### src/design/mpsd_pkg.sv
`timescale 1ns / 1ps
`default_nettype none
package mpsd_pkg;

	localparam int PwmWidth = 16;
	localparam int CountWidth = 17;
	localparam int ThresholdWidth = 15;
	localparam int TimeoutWidth = 16;
	localparam int CfgIndexWidth = 2;
	localparam int CfgDataWidth = 16;

	localparam logic [CountWidth-1:0] CountMax = {CountWidth{1'b1}};

	typedef enum logic {
		CMD_TICK  = 1'b0,
		CMD_RESET = 1'b1
	} command_t;

	typedef enum logic [CfgIndexWidth-1:0] {
		CFG_PWM_THRESHOLD     = 2'd0,
		CFG_STALL_TIMEOUT     = 2'd1,
		CFG_AUTO_RESET_ENABLE = 2'd2
	} cfg_index_t;

	typedef struct packed {
		logic                        command;
		logic signed [PwmWidth-1:0]  pwm_left;
		logic signed [PwmWidth-1:0]  pwm_right;
		logic                        emergency_stop;
	} item_t;

	typedef struct packed {
		logic alert_left;
		logic alert_right;
		logic idle_left;
		logic idle_right;
		logic controller_reset;
	} result_t;

	typedef struct packed {
		logic                  hit;
		logic [CountWidth-1:0] count_next;
	} wheel_t;

endpackage
`default_nettype wire

### src/design/mpsd_wheel.sv
`timescale 1ns / 1ps
`default_nettype none
module mpsd_wheel (
	input  logic signed [mpsd_pkg::PwmWidth-1:0]    prev,
	input  logic signed [mpsd_pkg::PwmWidth-1:0]    cur,
	input  logic [mpsd_pkg::ThresholdWidth-1:0]     threshold,
	input  logic [mpsd_pkg::TimeoutWidth-1:0]       timeout,
	input  logic [mpsd_pkg::CountWidth-1:0]         count,
	output mpsd_pkg::wheel_t                        wheel
);

	localparam int CmpWidth = mpsd_pkg::PwmWidth + 1;

	logic signed [CmpWidth-1:0] th_pos;
	logic signed [CmpWidth-1:0] th_neg;
	logic signed [CmpWidth-1:0] prev_x;
	logic signed [CmpWidth-1:0] cur_x;
	logic                       sat;

	always_comb begin
		th_pos = signed'(CmpWidth'(threshold));
		th_neg = -th_pos;
		prev_x = CmpWidth'(prev);
		cur_x  = CmpWidth'(cur);
		sat = ((prev_x > th_pos) && (cur_x > th_pos)) ||
			((prev_x < th_neg) && (cur_x < th_neg));
		// counter is read before it advances
		wheel.hit = sat && (count > mpsd_pkg::CountWidth'(timeout));
		if (!sat) begin
			wheel.count_next = '0;
		end else if (count == mpsd_pkg::CountMax) begin
			wheel.count_next = count;
		end else begin
			wheel.count_next = count + 1'b1;
		end
	end

endmodule
`default_nettype wire

### src/design/motor_pwm_stall_detector.sv
// Motor stall detector: flags a wheel whose drive value stays saturated.
// Item channel (item_valid / item_stall / item): one tick sample or one
// software reset command per transfer. Result channel (result_valid /
// result_stall / result): exactly one result per item, in order.
// Config channel (cfg_valid / cfg_ready / cfg_index / cfg_data): cfg_ready
// is always high; write only while no item is in flight.
// Flow: an item is held in the input register, then its result is loaded
// into the output register, which raises result_valid. Throughput: one
// item per cycle while result_stall is low, set by the single
// compare-and-count step between the two registers.
// When result_stall is high with result_valid set, the output register holds;
// the input register still fills once, after which item_stall follows result_stall.
// Reset: registers return to threshold 200, timeout 80, auto reset off,
// counters and previous samples zero, both pipeline registers empty.
`timescale 1ns / 1ps
`default_nettype none
module motor_pwm_stall_detector (
	input  logic                                   clk,
	input  logic                                   arst_n,
	input  logic                                   item_valid,
	output logic                                   item_stall,
	input  mpsd_pkg::item_t                        item,
	output logic                                   result_valid,
	input  logic                                   result_stall,
	output mpsd_pkg::result_t                      result,
	input  logic                                   cfg_valid,
	output logic                                   cfg_ready,
	input  logic [mpsd_pkg::CfgIndexWidth-1:0]     cfg_index,
	input  logic [mpsd_pkg::CfgDataWidth-1:0]      cfg_data
);

	logic                                    valid_s1;
	mpsd_pkg::item_t                         item_s1;
	logic                                    out_free;
	logic                                    move_s1;

	logic [mpsd_pkg::ThresholdWidth-1:0]     threshold_q;
	logic [mpsd_pkg::TimeoutWidth-1:0]       timeout_q;
	logic                                    auto_reset_q;

	logic signed [mpsd_pkg::PwmWidth-1:0]    prev_left_q;
	logic signed [mpsd_pkg::PwmWidth-1:0]    prev_right_q;
	logic [mpsd_pkg::CountWidth-1:0]         count_left_q;
	logic [mpsd_pkg::CountWidth-1:0]         count_right_q;
	logic                                    episode_done_q;

	mpsd_pkg::wheel_t                        wheel_left;
	mpsd_pkg::wheel_t                        wheel_right;
	mpsd_pkg::result_t                       res_d;
	logic [mpsd_pkg::CountWidth-1:0]         count_left_d;
	logic [mpsd_pkg::CountWidth-1:0]         count_right_d;
	logic                                    episode_done_d;
	logic                                    take_sample;

	assign cfg_ready  = 1'b1;
	assign out_free   = !result_valid || !result_stall;
	assign move_s1    = valid_s1 && out_free;
	assign item_stall = valid_s1 && !out_free;

	mpsd_wheel u_left (
		.prev      (prev_left_q),
		.cur       (item_s1.pwm_left),
		.threshold (threshold_q),
		.timeout   (timeout_q),
		.count     (count_left_q),
		.wheel     (wheel_left)
	);

	mpsd_wheel u_right (
		.prev      (prev_right_q),
		.cur       (item_s1.pwm_right),
		.threshold (threshold_q),
		.timeout   (timeout_q),
		.count     (count_right_q),
		.wheel     (wheel_right)
	);

	always_comb begin
		res_d          = '0;
		count_left_d   = count_left_q;
		count_right_d  = count_right_q;
		episode_done_d = episode_done_q;
		take_sample    = 1'b0;
		if (item_s1.command == mpsd_pkg::CMD_RESET) begin
			count_left_d          = '0;
			count_right_d         = '0;
			res_d.controller_reset = 1'b1;
		end else if (item_s1.emergency_stop) begin
			// auto reset fires once per stop episode
			if (auto_reset_q && !episode_done_q) begin
				episode_done_d         = 1'b1;
				count_left_d           = '0;
				count_right_d          = '0;
				res_d.controller_reset = 1'b1;
			end
		end else begin
			take_sample       = 1'b1;
			episode_done_d    = 1'b0;
			res_d.alert_left  = wheel_left.hit;
			res_d.alert_right = wheel_right.hit;
			res_d.idle_left   = wheel_left.hit && auto_reset_q;
			res_d.idle_right  = wheel_right.hit && auto_reset_q;
			if (wheel_left.hit || wheel_right.hit) begin
				count_left_d  = '0;
				count_right_d = '0;
			end else begin
				count_left_d  = wheel_left.count_next;
				count_right_d = wheel_right.count_next;
			end
		end
	end

	// input register
	always_ff @(posedge clk or negedge arst_n) begin
		if (!arst_n) begin
			valid_s1 <= 1'b0;
		end else if (!item_stall) begin
			valid_s1 <= item_valid;
		end
	end

	always_ff @(posedge clk) begin
		if (!item_stall && item_valid) begin
			item_s1 <= item;
		end
	end

	// output register
	always_ff @(posedge clk or negedge arst_n) begin
		if (!arst_n) begin
			result_valid <= 1'b0;
		end else if (out_free) begin
			result_valid <= valid_s1;
		end
	end

	always_ff @(posedge clk) begin
		if (move_s1) begin
			result <= res_d;
		end
	end

	always_ff @(posedge clk or negedge arst_n) begin
		if (!arst_n) begin
			prev_left_q    <= '0;
			prev_right_q   <= '0;
			count_left_q   <= '0;
			count_right_q  <= '0;
			episode_done_q <= 1'b0;
		end else if (move_s1) begin
			count_left_q   <= count_left_d;
			count_right_q  <= count_right_d;
			episode_done_q <= episode_done_d;
			if (take_sample) begin
				prev_left_q  <= item_s1.pwm_left;
				prev_right_q <= item_s1.pwm_right;
			end
		end
	end

	always_ff @(posedge clk or negedge arst_n) begin
		if (!arst_n) begin
			threshold_q  <= mpsd_pkg::ThresholdWidth'(200);
			timeout_q    <= mpsd_pkg::TimeoutWidth'(80);
			auto_reset_q <= 1'b0;
		end else if (cfg_valid && cfg_ready) begin
			case (cfg_index)
				mpsd_pkg::CFG_PWM_THRESHOLD: begin
					threshold_q <= cfg_data[mpsd_pkg::ThresholdWidth-1:0];
				end
				mpsd_pkg::CFG_STALL_TIMEOUT: begin
					timeout_q <= cfg_data[mpsd_pkg::TimeoutWidth-1:0];
				end
				mpsd_pkg::CFG_AUTO_RESET_ENABLE: begin
					auto_reset_q <= cfg_data[0];
				end
				default: begin
				end
			endcase
		end
	end

endmodule
`default_nettype wire
### config.mk
export PLATFORM = sky130hd
export DESIGN_NAME = motor_pwm_stall_detector
export DESIGN_NICKNAME = d
export VERILOG_FILES = /design/src/design/mpsd_pkg.sv /design/src/design/mpsd_wheel.sv /design/src/design/motor_pwm_stall_detector.sv
export SDC_FILE = /design/constraint.sdc
export NUM_CORES = 1
export LEC_CHECK = 0
export BUFFER_PORTS_ARGS = -buffer_cell sky130_fd_sc_hd__buf_2
export CORE_UTILIZATION = 35
export CTS_CLUSTER_SIZE = 25
export DETAILED_ROUTE_END_ITERATION = 8
export PLACE_DENSITY_LB_ADDON = 0.1
export SLEW_MARGIN = 20
export SYNTH_ARGS = -nofsm -noshare
export SYNTH_HDL_FRONTEND = slang
export SYNTH_SLANG_ARGS = --single-unit
### constraint.sdc
create_clock -name clk -period 9.3 [get_ports clk]
set_input_delay 0 -clock clk [delete_from_list [all_inputs] [get_ports clk]]
set_output_delay 0 -clock clk [all_outputs]
set_load 0.01 [all_outputs]
==> metrics.md, run 1 <==
| Metric | Value |
|---|---|
| CP endpoint kind | `flop` |
| Post-synthesis mux area share | `0.0581` |
| Top-count cell post-synth | `ha_1` |
| Number of top-level pins | `65` |
| Total power | `2160 uW` |
| Top post-synthesis cells by count | `153 x ha_1, 96 x dfrtp_1, 91 x nand2_1` |
| Layout area overhead | `19.3%` |
| First-pass GRT wire length | `42.1 mm` |
| Clock tree buffer depth | `2` |
| Seq pwr share | `0.369` |
| Run status | `finished, final reports clean` |
| P_sw | `740 uW` |
| GR peak layer | `met2` |
| Simple-gate share of the synthesized area | `0.155` |
| Post-Synth XOR/XNOR Area | `0.0152` |
| Final Max Slew Viols | `0` |
| Combinational fraction of design power | `0.311` |
| Period Utilization, post-route | `0.518` |
| Synth Warn # | `0` |
| Max VDD drop | `0.122 mV` |
| Initial core utilization | `0.360` |
| RR Endpoint | `count_right_q[3]` |
| Via count | `7,523` |
| PortBufs | `63` |
| FF-to-FF path depth | `14` |
| Max H-tree Level | `4` |
| # setup viols final | `0` |
| Power per Cell Area | `184 mW/mm2` |
| Leak | `0.00512 uW` |
| GR Layer Usage met1 | `0.283` |
| Met2 usage | `0.289` |
| Maxcap violations | `0` |
| Yosys reg bits | `140` |
| Number of global-route vias before repair | `7,439` |
| RePlAce Congestion | `0.858` |
| TritonCTS Sinks | `140` |
| Dpl cells | `1,379` |
| Required @ worst endpoint | `9.62 ns` |
| Synthesized net count | `1,173` |
| Met3 Usage GRT | `0.0310` |
| WP data arrival | `5.14 ns` |
| Final non-filler cell total | `1,468` |
| Number of failing hold endpoints at the final stage | `0` |
| Post-CTS Setup Bufs | `0` |
| Die area | `0.0287 mm2` |
| Adder-cell area share of the yosys netlist | `0.196` |
| Vias per cell | `5.12` |
| Gr ovfl total | `0` |
| Residual DRC | `0` |
| Die Wd | `170 um` |
| Post-synth EDFFs | `39` |
| # rows | `60` |
| Syn avg cell area | `10.2 um2` |
| Core area | `0.0273 mm2` |
| Starting DRT DRC Count | `393` |
| RSZ-0062 raised after global routing | `no` |
| Int Pwr | `1420 uW` |
| CTS Buf Count | `17` |
| CTS root buffer | `clkbuf_16` |
| Antenna violations before repair | `0` |
| Final net count | `1,293` |
| Antenna diodes | `0` |
| Switching part of the total | `0.342` |
| Compound-Gate Fraction of Synth Area | `0.163` |
| CTS tree | `done` |
| Largest net degree at the start of global routing | `69` |
| Top FF cell, synth | `dfrtp_1` |
| Worst slew margin | `0.394` |
| DIE HEIGHT | `170 um` |
| Worst setup path startpoint | `threshold_q[1]` |
| Tmin final | `4.82 ns` |
| Clock Power Share | `0.320` |
| Post-synth ARST share | `0.721` |
| Share of the synthesized area in the top cell type | `0.245` |
| Setup TNS | `0 ns` |
| Actual slew at the worst max-slew pin | `0.910 ns` |
| Netlist cell types | `77` |
| Max Fanout on Critical Path | `19` |
| Worst-path clk slew | `0.06 ns` |
| Clock Skew | `0.0100 ns` |
| Beginning of the worst register-to-register path | `threshold_q[1]` |
| Share of cells above drive strength 1 | `0.170` |
| Cts repair resizes | `0` |
| Average wire per standard cell | `17.6 um` |
| Clock Latency Late Sink | `0.43 ns` |
| Main combinational cell family by area after synthesis | `adder cells` |
| Area leader, netlist | `dfrtp_1` |
| Critical path class | `reg2reg` |
| 1st-pass router iterations | `4` |
| Hold crit path type | `in2async` |
| Synth Cell Area | `0.00982 mm2` |
| Final ANT Viol Nets | `0` |
| Largest cells by area after synthesis | `dfrtp_1 24%, ha_1 19%, edfxtp_1 12%` |
| Max Freq | `208 MHz` |
| Post-synthesis cell count | `963` |
| Startpoint types | `flop` |
| Seq/Total Area, Yosys | `0.377` |
| Final wirelength | `25.9 mm` |
| R2R Setup Slk | `4.48 ns` |
| Gr usage total | `0.192` |
| Dpl hpwl | `19.7 mm` |
[area by class of cell]
| cell class | instances | area (um2) |
|---|---|---|
| sequential | 140 | 3700 |
| timing repair buffer | 127 | 941 |
| multi-input combinational | 738 | 5780 |
| fill | 2649 | 15500 |
| clock buffer | 20 | 489 |
| clock inverter | 12 | 106 |
| tap | 372 | 465 |
| inverter | 59 | 221 |
[registers in the layout (all words and copies together), names as in the netlist]
signal and count:
valid_s1 1, threshold_q 15, prev_right_q 16, timeout_q 16, auto_reset_q 1, count_right_q 17
result_valid 1, result 5, prev_left_q 16, episode_done_q 1, count_left_q 17, item_s1 34
[how the worst max path moves through the flow]
stage                         to  slack (ns)  cells past startpoint
2_1_floorplan    count_left_q[0]        5.51                     15
3_3_place_gp    count_right_q[3]        4.66                     14
3_5_place_dp   count_right_q[10]        4.48                     14
4_1_cts         count_right_q[3]        4.46                     14
5_1_grt        count_right_q[12]        4.16                     14
6_report        count_right_q[3]        4.48                     14
[layer usage]
| metal | vias up | part of all wire |
|---|---|---|
| met5 | - | 0 |
| met4 | 0 | 0.011 |
| met3 | 17 | 0.028 |
| met2 | 118 | 0.43 |
| met1 | 3526 | 0.54 |
| li1 | 3862 | - |
[cells in the final DEF (no fill, tap or decap), drive strengths merged, types with 5 or more instances in the layout]
cell,Yosys,layout
nand3,30,30
a32oi,7,7
a41oi,5,5
nor2,42,42
nand4,23,23
or3,16,16
or2,8,8
edfxtp,39,39
dlygate4sd3,0,57
o31ai,11,11
a21oi,45,45
o41ai,5,5
inv,59,63
a21o,15,15
o211ai,13,13
nand2b,12,12
and3,6,6
buf,9,70
a31oi,6,6
a211oi,8,8
nor4,11,11
clkinv,0,7
nor3,20,20
and2,6,6
dfstp,5,5
a22o,7,7
o22ai,6,6
dfrtp,96,96
o21a,23,23
nor2b,20,20
xnor2,11,11
ha,153,153
clkbuf,17,20
o21ai,43,43
nand2,91,91
a41o,5,5
mux2,48,48
[power groups by stage]
stage / Sequential (uW) / Combinational, uW / Clock, uW
after global placement: 810 / 644 / 0
after global routing: 809 / 769 / 736
after CTS: 799 / 672 / 709
after detailed placement: 809 / 646 / 0
after floorplan: 776 / 476 / 0
final: 798 / 671 / 692
[through the flow]
stage	worst slack [ns]	hold WS, ns	util	instance area, um2
after detailed placement	4.48	-0.0127	0.387	10500
after global placement	4.66	-0.0155	0.387	10500
after CTS	4.46	0.0731	0.430	11700
after global routing	4.16	0.111	0.430	11700
final	4.48	0.0651	0.430	11700
after floorplan	5.51	-0.296	-	9820
[what timing repair did]
item,in CTS,in global routing
hold buffers,57,0
endpoints found under the setup margin,0,0
hold endpoints to repair,101,0
[cells by family after synthesis]
logic type | Yosys count
xor gates and xnor gates | 14
adders and majority gates | 154
muxes | 51
DFF | 140
buffers and inverters | 85
and+or+nand+nor | 294
AOI/OAI and AO/OA | 224
other | 1
[worst max-delay path: stages (launching register included)]
cell and delay [ns]:
dfrtp_1 0.39, inv_1 0.18, ha_1 0.22, nor2b_1 0.36, nand2_1 0.24, nor2b_1 0.19
xnor2_1 0.30, ha_1 0.36, a21o_1 0.18, a2111oi_0 0.71, o31ai_4 0.21, a211oi_4 0.25
buf_4 0.29, nand4bb_1 0.44, o311ai_2 0.38
Note: power is estimated with default switching activity, not from simulation.
==> run 2, diff against run 1 <==
==> constraint.sdc (replaced) <==
create_clock -name clk -period 4.64 [get_ports clk]
set_input_delay 0 -clock clk [delete_from_list [all_inputs] [get_ports clk]]
set_output_delay 0 -clock clk [all_outputs]
set_load 0.01 [all_outputs]
==> run 2 against run 1 <==
Register-to-register slack got worse by 4.1 ns. Highest routed layer unchanged. Worst setup slack got worse by 4.1 ns. Total power rose by 100%. Global-route usage rose by 1.0 points. Via count rose by 3.7%. First-iteration DRC count rose by 34%. Clock skew rose by 0.013 ns. Die area did not move. Largest power group unchanged.
==> metrics.md, run 2 (synthesis results as in run 1) <==
| Metric | Value |
|---|---|
| Run status | `finished, final reports clean` |
| Residual DRC | `0` |
| Number of top-level pins | `65` |
| Top cell by count, worst path | `nor2_1` |
| CP max-delay cell | `dfrtp_1` |
| Dpl cells | `1,393` |
| Final core utilization | `0.435` |
| WP data arrival | `4.56 ns` |
| Final net count | `1,307` |
| Critical path class | `reg2reg` |
| Max Freq | `237 MHz` |
| Maxcap violations | `0` |
| Largest regs | `item_s1 (34), count_left_q (17), count_right_q (17)` |
| Clock Latency Late Sink | `0.44 ns` |
| Beginning of the worst register-to-register path | `threshold_q[1]` |
| Number of global-route vias before repair | `7,803` |
| Leak | `0.00519 uW` |
| CTS Buf Count | `17` |
| Number of failing hold endpoints at the final stage | `0` |
| Max H-tree Level | `4` |
| Antenna violations before repair | `0` |
| Post-CTS Setup Bufs | `0` |
| Max VDD drop | `0.262 mV` |
| Vias per cell | `5.26` |
| Power per Cell Area | `372 mW/mm2` |
| Final Max Slew Viols | `0` |
| Setup TNS | `0 ns` |
| RePlAce Congestion | `0.867` |
| Final non-filler cell total | `1,482` |
| Largest Register | `item_s1` |
| Initial core utilization | `0.360` |
| Die area | `0.0287 mm2` |
| CTS root buffer | `clkbuf_16` |
| Startpoint types | `flop` |
| Final ANT Viol Nets | `0` |
| CP Cell Sequence | `inv_1 > ha_1 > nor2b_2 > nand2_1 > nor2_1 > xnor2_1 > ha_1 > a211o_1 > nor2_1 > nor2_1 > o311ai_1 > o211ai_2 > mux2i_1 > a32oi_1 > buf_12 > nand4bb_1 > buf_4 > o311ai_2` |
| Number of flip-flops in the largest register | `34` |
| Core area | `0.0273 mm2` |
| Worst slew margin | `0.377` |
| # setup viols final | `0` |
| Gr usage total | `0.202` |
| Worst-path clk slew | `0.06 ns` |
| Largest net degree at the start of global routing | `62` |
| Share of cells above drive strength 1 | `0.181` |
| Clock tree buffer depth | `2` |
| TritonCTS Sinks | `140` |
| Starting DRT DRC Count | `528` |
| CP endpoint kind | `flop` |
| Die Wd | `170 um` |
| FF-to-FF path depth | `18` |
| RR Endpoint | `count_right_q[3]` |
| DIE HEIGHT | `170 um` |
| Area post-placement | `0.0107 mm2` |
| Antenna diodes | `0` |
| Gr ovfl total | `0` |
| Average wire per standard cell | `18.3 um` |
| Required @ worst endpoint | `4.97 ns` |
| Final wirelength | `27.1 mm` |
| First-pass GRT wire length | `44.0 mm` |
| Period Utilization, post-route | `0.910` |
| Clock Skew | `0.0228 ns` |
| RSZ-0062 raised after global routing | `no` |
| CTS tree | `done` |
| CP max stage delay | `0.38 ns` |
| Commonest cells after routing, fill and taps aside | `153 x ha_1, 96 x dfrtp_1, 91 x nand2_1` |
| 1st-pass router iterations | `7` |
| Actual slew at the worst max-slew pin | `0.932 ns` |
| Tmin final | `4.22 ns` |
| Hold crit path type | `in2async` |
| Commonest non-fill, non-tap cell in the layout | `ha_1` |
| Via count | `7,801` |
| Dpl hpwl | `20.3 mm` |
| PortBufs | `63` |
| # rows | `60` |
| R2R Setup Slk | `0.42 ns` |
| Design Area, Final | `0.0118 mm2` |
| Layout area overhead | `20.6%` |
| Max Fanout on Critical Path | `21` |
run 2: where the power goes:
group          internal (uW)  switching [uW]
sequential              1430             160
combinational            618             764
clock                    845             589
total                   2900            1510
run 2: repair_timing:
| action | 4_1_cts | 5_1_grt |
|---|---|---|
| setup endpoints to repair | 0 | 7 |
| resized for setup | 0 | 3 |
| hold buffers | 57 | 0 |
| endpoints found under the hold margin | 126 | 0 |
run 2: per-stage QoR:
step                      worst slack, ns  power (uW)  hold slack (ns)
after CTS                           0.276        4450            0.247
after detailed placement            0.317        2940            0.178
after floorplan                     0.849        2510           -0.296
after global placement              0.406        2940            0.176
final                               0.415        4410            0.233
after global routing                0.116        4730            0.246
run 2: routing by layer:
metal / global-route usage / vias to the layer above / share of wire
met2: 0.307 / 153 / 0.43
li1: - / 3880 / -
met4: 0.0494 / 0 / 0.011
met5: 0 / - / 0
met1: 0.296 / 3754 / 0.52
met3: 0.0336 / 14 / 0.034
run 2: how the worst max path moves through the flow:
stage,depth (start not counted),from,slack [ns],to
finish,18,threshold_q[1],0.42,count_right_q[3]
global route,18,threshold_q[1],0.12,count_right_q[4]
CTS,15,threshold_q[1],0.28,count_left_q[12]
detailed placement,15,threshold_q[1],0.32,count_left_q[12]
global placement,16,threshold_q[1],0.41,count_left_q[9]
floorplan,15,threshold_q[1],0.85,count_left_q[0]
run 2: final cells by class:
class | instances | area, um2
timing repair buffer | 141 | 1060
clock buffer | 17 | 425
sequential | 140 | 3700
clock inverter | 15 | 171
fill | 2654 | 15400
tap | 372 | 465
inverter | 59 | 221
multi-input combinational | 738 | 5800
run 2: worst max-delay path: cells and delay by family (launching register included):
family,cells,cell delay (ns)
xor+xnor,1,0.24
simple gates,6,0.90
fa+ha+maj,2,0.55
flops,1,0.38
mux,1,0.18
buf+inv,3,0.57
compound gates,5,1.29
